$ cat src/rtl/core/grem_pkg.sv
// constants, types and slot tables shared by the gamepad report event mapper
`timescale 1ns / 1ps

package grem_pkg;

  // report layouts (func field)
  localparam logic [1:0] LAYOUT_PLAIN  = 2'd0;
  localparam logic [1:0] LAYOUT_HAT_A  = 2'd1;
  localparam logic [1:0] LAYOUT_HAT_B  = 2'd2;
  localparam logic [1:0] LAYOUT_UNUSED = 2'd3;
  localparam int         NUM_LAYOUTS   = 3;

  // minimum report lengths
  localparam logic [6:0] MIN_LEN_SHORT = 7'd7;
  localparam logic [6:0] MIN_LEN_LONG  = 7'd9;

  // stick thresholds
  localparam logic [7:0] AXIS_LOW  = 8'h40;
  localparam logic [7:0] AXIS_HIGH = 8'hC0;

  // hat nibble codes
  localparam logic [3:0] HAT_N  = 4'd0;
  localparam logic [3:0] HAT_NE = 4'd1;
  localparam logic [3:0] HAT_E  = 4'd2;
  localparam logic [3:0] HAT_SE = 4'd3;
  localparam logic [3:0] HAT_S  = 4'd4;
  localparam logic [3:0] HAT_SW = 4'd5;
  localparam logic [3:0] HAT_W  = 4'd6;
  localparam logic [3:0] HAT_NW = 4'd7;

  // held control bit positions
  localparam int CTRL_UP     = 0;
  localparam int CTRL_DOWN   = 1;
  localparam int CTRL_LEFT   = 2;
  localparam int CTRL_RIGHT  = 3;
  localparam int CTRL_FIRE   = 4;
  localparam int CTRL_ALT    = 5;
  localparam int CTRL_START  = 6;
  localparam int CTRL_SELECT = 7;
  localparam int NUM_CTRLS   = 8;

  // extra button bit positions
  localparam int EXTRA_X    = 0;
  localparam int EXTRA_Y    = 1;
  localparam int EXTRA_Z    = 2;
  localparam int EXTRA_C    = 3;
  localparam int NUM_EXTRAS = 4;

  // event slots in emission order: menu/joystick pairs (alt-fire joystick only), then extras
  localparam int NUM_SLOTS       = 19;
  localparam int SLOT_ALT_JOY    = 10;
  localparam int SLOT_START_MENU = 11;
  localparam int SLOT_START_JOY  = 12;
  localparam int SLOT_SEL_MENU   = 13;
  localparam int SLOT_SEL_JOY    = 14;
  localparam int SLOT_EXTRA_BASE = 15;

  typedef logic [NUM_SLOTS-1:0]  slot_vec_t;
  typedef logic [4:0]            event_code_t;
  typedef logic [NUM_CTRLS-1:0]  ctrl_vec_t;
  typedef logic [NUM_EXTRAS-1:0] extra_vec_t;

  localparam event_code_t FIRST_KBD_CODE = 5'd15;

  // event code carried by each slot
  localparam event_code_t SLOT_CODE [NUM_SLOTS] = '{
    5'd0,  5'd7,  5'd1,  5'd8,  5'd2,  5'd9,  5'd3,  5'd10,
    5'd4,  5'd11, 5'd12, 5'd5,  5'd13, 5'd6,  5'd14,
    5'd15, 5'd16, 5'd17, 5'd18
  };

endpackage

$ cat src/rtl/core/grem_in_if.sv
// report input channel: valid/ready handshake with the report fields
`timescale 1ns / 1ps

interface grem_in_if;
  logic       valid;
  logic       ready;
  logic [1:0] func;
  logic [6:0] report_len;
  logic [7:0] x_axis;
  logic [7:0] y_axis;
  logic [7:0] face_byte;
  logic [7:0] button_byte;

  modport source (
    output valid, func, report_len, x_axis, y_axis, face_byte, button_byte,
    input  ready
  );

  modport sink (
    input  valid, func, report_len, x_axis, y_axis, face_byte, button_byte,
    output ready
  );
endinterface

$ cat src/rtl/core/grem_out_if.sv
// event output channel: valid/ready handshake with the event fields
`timescale 1ns / 1ps

interface grem_out_if;
  logic                valid;
  logic                ready;
  grem_pkg::event_code_t event_code;
  logic                pressed;
  logic                to_keyboard_queue;
  logic                last;

  modport source (
    output valid, event_code, pressed, to_keyboard_queue, last,
    input  ready
  );

  modport sink (
    input  valid, event_code, pressed, to_keyboard_queue, last,
    output ready
  );
endinterface

$ cat src/rtl/core/gamepad_report_event_mapper.sv
// gamepad report event mapper: report register, event slot register, event output register
`timescale 1ns / 1ps

// Gamepad report event mapper.
// rpt_in takes one report per transaction (layout, length, stick, face and
// button bytes). evt_out gives the press/release events that the report
// causes, one per transaction, with last set on the final one; a report that
// causes no event gives no transaction. cfg_wr_en/cfg_wr_data write the
// joystick suppress bit; write it only while the block is idle.
// Flow: a report passes from the report register through the event slot
// register to the output register. Events leave the output register one per
// cycle while evt_out does not stall, and the next report's events follow
// without a gap; a report causes at most 19 events. The report register takes
// a new report whenever it is empty, or the slot register is free or hands its
// last event to the output.
// Reset (rst, synchronous) clears the held controls, the per-layout extra
// button sets, the suppress bit and all valid flags. When evt_out stalls the
// output register holds its event, the slot register holds the rest, and
// rpt_in drops ready once the report register is full.

module gamepad_report_event_mapper (
  input  logic       clk,
  input  logic       rst,
  input  logic       cfg_wr_en,
  input  logic       cfg_wr_data,
  grem_in_if.sink    rpt_in,
  grem_out_if.source evt_out
);

  // configuration and kept state
  logic                  suppress;
  grem_pkg::ctrl_vec_t   held_controls;
  grem_pkg::extra_vec_t  extra_buttons_held [grem_pkg::NUM_LAYOUTS];

  // report register
  logic       rpt_valid;
  logic [1:0] rpt_func;
  logic [6:0] rpt_len;
  logic [7:0] rpt_x;
  logic [7:0] rpt_y;
  logic [7:0] rpt_face;
  logic [7:0] rpt_btn;

  // event slot register
  grem_pkg::slot_vec_t pending;
  grem_pkg::slot_vec_t pending_pressed;

  // output register
  logic                  out_valid;
  grem_pkg::event_code_t out_code;
  logic                  out_pressed;
  logic                  out_kbd;
  logic                  out_last;

  // decode signals
  logic                  fmt_ok;
  logic [3:0]            hat;
  grem_pkg::ctrl_vec_t   cur;
  grem_pkg::ctrl_vec_t   chg;
  grem_pkg::extra_vec_t  extras;
  grem_pkg::extra_vec_t  extras_prev;
  grem_pkg::extra_vec_t  extras_chg;
  grem_pkg::slot_vec_t   slot_en;
  grem_pkg::slot_vec_t   slot_pr;

  // serializer signals
  grem_pkg::slot_vec_t   sel;
  grem_pkg::slot_vec_t   rest;
  logic                  pend_last;
  logic                  load;
  logic                  xfer;
  grem_pkg::event_code_t sel_code;
  logic                  sel_pressed;

  // report decode: held controls and extra buttons
  always_comb begin
    fmt_ok = (rpt_func != grem_pkg::LAYOUT_UNUSED) &&
             (rpt_len >= ((rpt_func == grem_pkg::LAYOUT_HAT_B) ?
                          grem_pkg::MIN_LEN_LONG : grem_pkg::MIN_LEN_SHORT));
    hat = rpt_face[3:0];
    cur = '0;
    cur[grem_pkg::CTRL_UP]    = rpt_y < grem_pkg::AXIS_LOW;
    cur[grem_pkg::CTRL_DOWN]  = rpt_y > grem_pkg::AXIS_HIGH;
    cur[grem_pkg::CTRL_LEFT]  = rpt_x < grem_pkg::AXIS_LOW;
    cur[grem_pkg::CTRL_RIGHT] = rpt_x > grem_pkg::AXIS_HIGH;
    if (rpt_func == grem_pkg::LAYOUT_PLAIN) begin
      cur[grem_pkg::CTRL_FIRE] = rpt_face[6];
      cur[grem_pkg::CTRL_ALT]  = rpt_face[5];
    end else begin
      if (hat inside {grem_pkg::HAT_NW, grem_pkg::HAT_N, grem_pkg::HAT_NE}) begin
        cur[grem_pkg::CTRL_UP] = 1'b1;
      end
      if (hat inside {grem_pkg::HAT_NE, grem_pkg::HAT_E, grem_pkg::HAT_SE}) begin
        cur[grem_pkg::CTRL_RIGHT] = 1'b1;
      end
      if (hat inside {grem_pkg::HAT_SE, grem_pkg::HAT_S, grem_pkg::HAT_SW}) begin
        cur[grem_pkg::CTRL_DOWN] = 1'b1;
      end
      if (hat inside {grem_pkg::HAT_SW, grem_pkg::HAT_W, grem_pkg::HAT_NW}) begin
        cur[grem_pkg::CTRL_LEFT] = 1'b1;
      end
      cur[grem_pkg::CTRL_FIRE] = rpt_face[5];
      cur[grem_pkg::CTRL_ALT]  = rpt_face[6];
    end
    cur[grem_pkg::CTRL_START]  = rpt_btn[5];
    cur[grem_pkg::CTRL_SELECT] = rpt_btn[4];

    extras[grem_pkg::EXTRA_X] = rpt_face[4];
    extras[grem_pkg::EXTRA_Y] = rpt_face[7];
    extras[grem_pkg::EXTRA_Z] = rpt_btn[0];
    extras[grem_pkg::EXTRA_C] = rpt_btn[1];

    case (rpt_func)
      grem_pkg::LAYOUT_HAT_A: extras_prev = extra_buttons_held[1];
      grem_pkg::LAYOUT_HAT_B: extras_prev = extra_buttons_held[2];
      default:                extras_prev = extra_buttons_held[0];
    endcase

    chg        = cur ^ held_controls;
    extras_chg = extras ^ extras_prev;
  end

  // event slots: menu and joystick per changed control (alt-fire joystick only), then extras
  always_comb begin
    slot_en = '0;
    slot_pr = '0;
    for (int i = 0; i < grem_pkg::CTRL_ALT; i++) begin
      slot_en[2*i]   = chg[i];
      slot_en[2*i+1] = chg[i] && !suppress;
      slot_pr[2*i]   = cur[i];
      slot_pr[2*i+1] = cur[i];
    end
    // alt-fire has no menu event
    slot_en[grem_pkg::SLOT_ALT_JOY]    = chg[grem_pkg::CTRL_ALT] && !suppress;
    slot_pr[grem_pkg::SLOT_ALT_JOY]    = cur[grem_pkg::CTRL_ALT];
    slot_en[grem_pkg::SLOT_START_MENU] = chg[grem_pkg::CTRL_START];
    slot_pr[grem_pkg::SLOT_START_MENU] = cur[grem_pkg::CTRL_START];
    slot_en[grem_pkg::SLOT_START_JOY]  = chg[grem_pkg::CTRL_START] && !suppress;
    slot_pr[grem_pkg::SLOT_START_JOY]  = cur[grem_pkg::CTRL_START];
    slot_en[grem_pkg::SLOT_SEL_MENU]   = chg[grem_pkg::CTRL_SELECT];
    slot_pr[grem_pkg::SLOT_SEL_MENU]   = cur[grem_pkg::CTRL_SELECT];
    slot_en[grem_pkg::SLOT_SEL_JOY]    = chg[grem_pkg::CTRL_SELECT] && !suppress;
    slot_pr[grem_pkg::SLOT_SEL_JOY]    = cur[grem_pkg::CTRL_SELECT];
    for (int k = 0; k < grem_pkg::NUM_EXTRAS; k++) begin
      slot_en[grem_pkg::SLOT_EXTRA_BASE+k] = extras_chg[k];
      slot_pr[grem_pkg::SLOT_EXTRA_BASE+k] = extras[k];
    end
    // short report or unused layout gives nothing
    if (!fmt_ok) begin
      slot_en = '0;
    end
  end

  // pick the earliest pending slot
  always_comb begin
    sel         = pending & (~pending + 1'b1);
    rest        = pending & ~sel;
    pend_last   = (rest == '0);
    sel_code    = '0;
    sel_pressed = |(sel & pending_pressed);
    for (int j = 0; j < grem_pkg::NUM_SLOTS; j++) begin
      if (sel[j]) begin
        sel_code = sel_code | grem_pkg::SLOT_CODE[j];
      end
    end
  end

  // handshake control
  assign load         = (pending != '0) && (!out_valid || evt_out.ready);
  assign xfer         = rpt_valid && ((pending == '0) || (load && pend_last));
  assign rpt_in.ready = !rpt_valid || xfer;

  // configuration register
  always_ff @(posedge clk) begin
    if (rst) begin
      suppress <= 1'b0;
    end else if (cfg_wr_en) begin
      suppress <= cfg_wr_data;
    end
  end

  // report register
  always_ff @(posedge clk) begin
    if (rst) begin
      rpt_valid <= 1'b0;
    end else if (rpt_in.valid && rpt_in.ready) begin
      rpt_valid <= 1'b1;
    end else if (xfer) begin
      rpt_valid <= 1'b0;
    end
  end

  always_ff @(posedge clk) begin
    if (rpt_in.valid && rpt_in.ready) begin
      rpt_func <= rpt_in.func;
      rpt_len  <= rpt_in.report_len;
      rpt_x    <= rpt_in.x_axis;
      rpt_y    <= rpt_in.y_axis;
      rpt_face <= rpt_in.face_byte;
      rpt_btn  <= rpt_in.button_byte;
    end
  end

  // kept state, updated when a well-formed report moves into the slot register
  always_ff @(posedge clk) begin
    if (rst) begin
      held_controls <= '0;
      for (int l = 0; l < grem_pkg::NUM_LAYOUTS; l++) begin
        extra_buttons_held[l] <= '0;
      end
    end else if (xfer && fmt_ok) begin
      held_controls <= cur;
      case (rpt_func)
        grem_pkg::LAYOUT_HAT_A: extra_buttons_held[1] <= extras;
        grem_pkg::LAYOUT_HAT_B: extra_buttons_held[2] <= extras;
        default:                extra_buttons_held[0] <= extras;
      endcase
    end
  end

  // event slot register
  always_ff @(posedge clk) begin
    if (rst) begin
      pending <= '0;
    end else if (xfer) begin
      pending <= slot_en;
    end else if (load) begin
      pending <= rest;
    end
  end

  always_ff @(posedge clk) begin
    if (xfer) begin
      pending_pressed <= slot_pr;
    end
  end

  // output register
  always_ff @(posedge clk) begin
    if (rst) begin
      out_valid <= 1'b0;
    end else if (load) begin
      out_valid <= 1'b1;
    end else if (evt_out.ready) begin
      out_valid <= 1'b0;
    end
  end

  always_ff @(posedge clk) begin
    if (load) begin
      out_code    <= sel_code;
      out_pressed <= sel_pressed;
      out_kbd     <= (sel_code >= grem_pkg::FIRST_KBD_CODE);
      out_last    <= pend_last;
    end
  end

  assign evt_out.valid             = out_valid;
  assign evt_out.event_code        = out_code;
  assign evt_out.pressed           = out_pressed;
  assign evt_out.to_keyboard_queue = out_kbd;
  assign evt_out.last              = out_last;

`ifndef ASSERT_OFF
  // pending events always reach the output register
  a_pending_moves: assert property (@(posedge clk) disable iff (rst)
    (pending != '0) |=> out_valid)
    else $error("pending events but output register empty");

  // an event that is not last is followed at once by another
  a_no_gap: assert property (@(posedge clk) disable iff (rst)
    (evt_out.valid && evt_out.ready && !evt_out.last) |=> evt_out.valid)
    else $error("gap inside one report's events");

  // keyboard queue flag agrees with the extra event codes
  a_kbd_code: assert property (@(posedge clk) disable iff (rst)
    evt_out.valid |->
      (evt_out.to_keyboard_queue == (evt_out.event_code >= grem_pkg::FIRST_KBD_CODE)))
    else $error("keyboard queue flag does not match event code");
`endif

endmodule
$ cat src/flat_wrapper.sv
// flat-port wrapper written by rule: the top's interface ports become plain ports
module gamepad_report_event_mapper_flat 
  (clk, rst, cfg_wr_en, cfg_wr_data, rpt_in_valid, rpt_in_func, rpt_in_report_len, rpt_in_x_axis, rpt_in_y_axis, rpt_in_face_byte, rpt_in_button_byte, rpt_in_ready, evt_out_valid, evt_out_event_code, evt_out_pressed, evt_out_to_keyboard_queue, evt_out_last, evt_out_ready);
  grem_in_if rpt_in_i ();
  grem_out_if evt_out_i ();
  input  logic clk;
  input  logic rst;
  input  logic cfg_wr_en;
  input  logic cfg_wr_data;
  input wire logic [$bits(rpt_in_i.valid)-1:0] rpt_in_valid;
  input wire logic [$bits(rpt_in_i.func)-1:0] rpt_in_func;
  input wire logic [$bits(rpt_in_i.report_len)-1:0] rpt_in_report_len;
  input wire logic [$bits(rpt_in_i.x_axis)-1:0] rpt_in_x_axis;
  input wire logic [$bits(rpt_in_i.y_axis)-1:0] rpt_in_y_axis;
  input wire logic [$bits(rpt_in_i.face_byte)-1:0] rpt_in_face_byte;
  input wire logic [$bits(rpt_in_i.button_byte)-1:0] rpt_in_button_byte;
  output wire logic [$bits(rpt_in_i.ready)-1:0] rpt_in_ready;
  output wire logic [$bits(evt_out_i.valid)-1:0] evt_out_valid;
  output wire logic [$bits(evt_out_i.event_code)-1:0] evt_out_event_code;
  output wire logic [$bits(evt_out_i.pressed)-1:0] evt_out_pressed;
  output wire logic [$bits(evt_out_i.to_keyboard_queue)-1:0] evt_out_to_keyboard_queue;
  output wire logic [$bits(evt_out_i.last)-1:0] evt_out_last;
  input wire logic [$bits(evt_out_i.ready)-1:0] evt_out_ready;
  assign rpt_in_i.valid = rpt_in_valid;
  assign rpt_in_i.func = rpt_in_func;
  assign rpt_in_i.report_len = rpt_in_report_len;
  assign rpt_in_i.x_axis = rpt_in_x_axis;
  assign rpt_in_i.y_axis = rpt_in_y_axis;
  assign rpt_in_i.face_byte = rpt_in_face_byte;
  assign rpt_in_i.button_byte = rpt_in_button_byte;
  assign rpt_in_ready = rpt_in_i.ready;
  assign evt_out_valid = evt_out_i.valid;
  assign evt_out_event_code = evt_out_i.event_code;
  assign evt_out_pressed = evt_out_i.pressed;
  assign evt_out_to_keyboard_queue = evt_out_i.to_keyboard_queue;
  assign evt_out_last = evt_out_i.last;
  assign evt_out_i.ready = evt_out_ready;
  gamepad_report_event_mapper u_core (.clk(clk), .rst(rst), .cfg_wr_en(cfg_wr_en), .cfg_wr_data(cfg_wr_data), .rpt_in(rpt_in_i), .evt_out(evt_out_i));
endmodule
$ cat config.mk
export PLATFORM = sky130hd
export DESIGN_NAME = gamepad_report_event_mapper_flat
export DESIGN_NICKNAME = d
export VERILOG_FILES = /design/src/rtl/core/grem_pkg.sv /design/src/rtl/core/grem_in_if.sv /design/src/rtl/core/grem_out_if.sv /design/src/rtl/core/gamepad_report_event_mapper.sv /design/src/flat_wrapper.sv
export SDC_FILE = /design/constraint.sdc
export NUM_CORES = 1
export LEC_CHECK = 0
export BUFFER_PORTS_ARGS = -buffer_cell sky130_fd_sc_hd__buf_4
export CORE_MARGIN = 2
export CORE_UTILIZATION = 45
export CTS_CLUSTER_SIZE = 25
export DETAILED_ROUTE_END_ITERATION = 8
export SLEW_MARGIN = 20
export SYNTH_ARGS = -nofsm -noshare
export SYNTH_HDL_FRONTEND = slang
export SYNTH_SLANG_ARGS = --single-unit
export TNS_END_PERCENT = 1
$ cat constraint.sdc
create_clock -name clk -period 9.08 [get_ports clk]
set_clock_uncertainty 0.15 [all_clocks]
set_input_delay 1.816 -clock clk [delete_from_list [all_inputs] [get_ports clk]]
set_output_delay 1.816 -clock clk [all_outputs]
set_load 0.1 [all_outputs]
==> results.sh <==
export IMPL_worstSkewPairLatency_ps=360
export IMPL_drc=0
export IMPL_fin_ws_ps=4080
export IMPL_period_minus_slack_ps=5000
export IMPL_worstMarginPinSlew_ps=998
export IMPL_die_w_um=104
export IMPL_numPlacedInstances=569
export IMPL_reg2reg_from="u_core.pending[0]"
export IMPL_post_dp_cell_area_um2=5040
export IMPL_die_y_um=104
export IMPL_path_depth=6
export IMPL_setup_viol=0
export IMPL_cp_end_kind="output pin"
export IMPL_path_buf_inv=2
export IMPL_num_vias=3238
export IMPL_numPortBuffers=52
export IMPL_nets=502
export IMPL_met3_usage=0.0382
export IMPL_wl_mm=9.21
export IMPL_cp_top_family="compound AO/OA/AOI/OAI gates"
export IMPL_n_antenna_cell=0
export IMPL_fin_crit_sh=0.551
export IMPL_path_clk_slew_ps=90
export IMPL_cp_data_arrival_time_ps=3030
export IMPL_coreArea_um2=9770
export IMPL_grtUsageMet2=0.283
export IMPL_drt_iter0_markers=167
export IMPL_synth_area_um2=4540
export IMPL_gp_congestion=0.861
export IMPL_endpoint="rpt_in_ready"
export IMPL_reg2reg_slack_ps=5140
export IMPL_ios=57
export IMPL_grt_setup_unrepaired="no"
export IMPL_wl_per_cell_um=15.7
export IMPL_critPathLaunch="evt_out_ready"
export IMPL_ctsHoldBuffers=0
export IMPL_fin_area_um2=5250
export IMPL_dieArea_um2=10900
export IMPL_syn2layout_area_growth_pct=15.7
export IMPL_grt_overflow_total=0
export IMPL_cts_inserted_buffers=9
export IMPL_hp_class="reg -> reg"
export IMPL_slew_violations=0
export IMPL_worstSetupPathType="in -> out"
export IMPL_ys_async_sr_fraction=0
export IMPL_cts_sinks=99
export IMPL_htreeDepth=3
export IMPL_crit_required_ps=7110
export IMPL_antenna_left=0
export IMPL_synth_edff_count=69
export IMPL_synth_seq_cells=99
export IMPL_ys_warn_count=0
export IMPL_post_cts_buffers=0
export IMPL_synth_flop_cell="edfxtp_1"
export IMPL_finalHoldViolCount=0
export IMPL_drtPass1Iterations=4
export IMPL_ys_seq_area_frac=0.589
export IMPL_rr_endpoint="u_core.extra_buttons_held[0][1]"
export IMPL_grt_start_max_net_pins=38
export IMPL_synth_cells=400
export IMPL_drive_gt1_frac=0.192
export IMPL_grt_busiest_layer="met2"
export IMPL_grt_pass1_vias=3079
export IMPL_grt_pass1_wl_mm=15.2
export IMPL_fmaxAchievable_ghz=0.200
export IMPL_fin_tns_setup_ps=0
export IMPL_grt_usage=0.176
export IMPL_r2r_cells=6
export IMPL_via_per_inst=5.53
export IMPL_cts_tree="yes"
export IMPL_cts_resized=0
export IMPL_pre_cts_ws_ps=4090
export IMPL_path_max_fanout=4
export IMPL_grtUsageMet1=0.235
export IMPL_syn_nets=454
export IMPL_cts_buffer_depth=2
export IMPL_crit_slowest_cell="buf_4"
export IMPL_slew_headroom=0.334
export IMPL_antenna_found_initial=0
export IMPL_maxCapViolCount=0
export IMPL_start_kind="primary input"
export IMPL_floorplan_initialDensity=0.464
export IMPL_status="finished, final reports clean"
export IMPL_dp_hpwl_mm=6.57
export IMPL_critPathMaxStageDelay_ps=350
export IMPL_root_buffer="clkbuf_8"
export IMPL_fin_cells=586
export IMPL_row_count=36
export IMPL_synth_cell_types=57
export IMPL_worstPathCellList="buf_4 > nand2b_1 > nand2b_1 > a221o_1 > o21ai_0 > buf_4"
export IMPL_avgSynthCellArea_um2=11.3
-- state kept, by name, indices dropped and copies added (netlist names), 2 cells and up --
register	count
u_core.evt_out.event_code	5
u_core.extra_buttons_held	12
u_core.held_controls	8
u_core.pending	19
u_core.pending_pressed	12
u_core.rpt_btn	4
u_core.rpt_face	8
u_core.rpt_func	2
u_core.rpt_len	7
u_core.rpt_x	8
u_core.rpt_y	8
-- tightest hold or removal path, cell delays in order, from the launching register on --
cell,delay (ps)
dfxtp_1,330
nand2_1,60
mux2i_1,50
-- per-layer routing --
metal	share of wire	wire length [µm]	vias up
li1	-	-	1604
met1	0.46	4250	1514
met2	0.46	4260	104
met3	0.056	516	16
met4	0.020	180	0
met5	0	0	-
-- layout make-up --
type	count	area (µm²)
Clock buffer	9	124
Clock inverter	7	60.1
Timing Repair Buffer	54	425
Inverter	23	86.3
Sequential cell	99	2670
Fill cell	860	4520
Multi-Input combinational cell	261	1720
Tap cell	133	166
-- worst min path at each step --
stage,from,to,slack [ps],cells after the start
after detailed placement,u_core.held_controls[6],u_core.held_controls[6],310,2
after global routing,u_core.held_controls[6],u_core.held_controls[6],350,2
final,u_core.held_controls[6],u_core.held_controls[6],320,2
after CTS,u_core.held_controls[6],u_core.held_controls[6],320,2
after global placement,u_core.held_controls[6],u_core.held_controls[6],300,2
after floorplan,u_core.held_controls[6],u_core.held_controls[6],300,2
-- cell usage in the layout (no fill, tap or decap), types with 5 or more instances in the layout --
cell / instances
clkbuf_8: 9
mux2i_1: 6
edfxtp_1: 69
ha_1: 7
o311ai_0: 8
nor4_1: 5
nor2_1: 40
nor2b_1: 10
o211ai_1: 7
xnor2_1: 8
mux2_2: 7
nand3_1: 15
dfxtp_1: 30
buf_4: 53
o41ai_1: 5
nor3_1: 7
nand2_1: 25
nand2b_1: 5
a21oi_1: 16
o21ai_0: 25
inv_1: 22
-- Yosys cell counts (2+ instances only) --
library cell,n,area (µm²)
edfxtp_1,69,2070
nor2_1,40,150
dfxtp_1,30,601
nand2_1,25,93.8
o21ai_0,25,125
inv_1,22,82.6
a21oi_1,17,85.1
nand3_1,15,75.1
clkbuf_1,14,52.6
nor2b_1,10,62.6
o311ai_0,8,70.1
xnor2_1,8,70.1
ha_1,7,87.6
mux2_2,7,78.8
nor3_1,7,35.0
o211ai_1,7,52.6
mux2i_1,6,60.1
nand2b_1,5,31.3
nor4_1,5,31.3
o41ai_1,5,43.8
a22oi_1,4,30.0
nor4b_1,4,35.0
o32ai_1,4,35.0
or2_2,4,25.0
xor2_1,4,35.0
a2111oi_0,3,26.3
nand3b_1,3,22.5
nand4_1,3,18.8
or3_1,3,18.8
a221o_1,2,20.0
a221oi_1,2,17.5
a31oi_1,2,12.5
buf_2,2,10.0
o21a_1,2,15.0
o22ai_1,2,12.5
o311a_1,2,20.0
or4_1,2,15.0
-- stage by stage --
| step | hold WS (ps) | utilization |
|---|---|---|
| 4_1_cts | 325 | 0.535 |
| 6_report | 322 | 0.537 |
| 3_5_place_dp | 311 | 0.516 |
| 2_1_floorplan | 296 | - |
| 5_1_grt | 345 | 0.537 |
| 3_3_place_gp | 304 | 0.516 |
-- logic make-up after synthesis --
family,count (synthesis),share of synthesized area
simple gates,132,0.150
flops,99,0.589
compound gates,96,0.150
buf+inv,40,0.0353
mux,13,0.0306
xor+xnor,12,0.0232
fa+ha+maj,8,0.0215
Power is left out: the tool's default activity adds up to more than one toggle a clock period on the data nets, which glitch-free logic cannot reach.
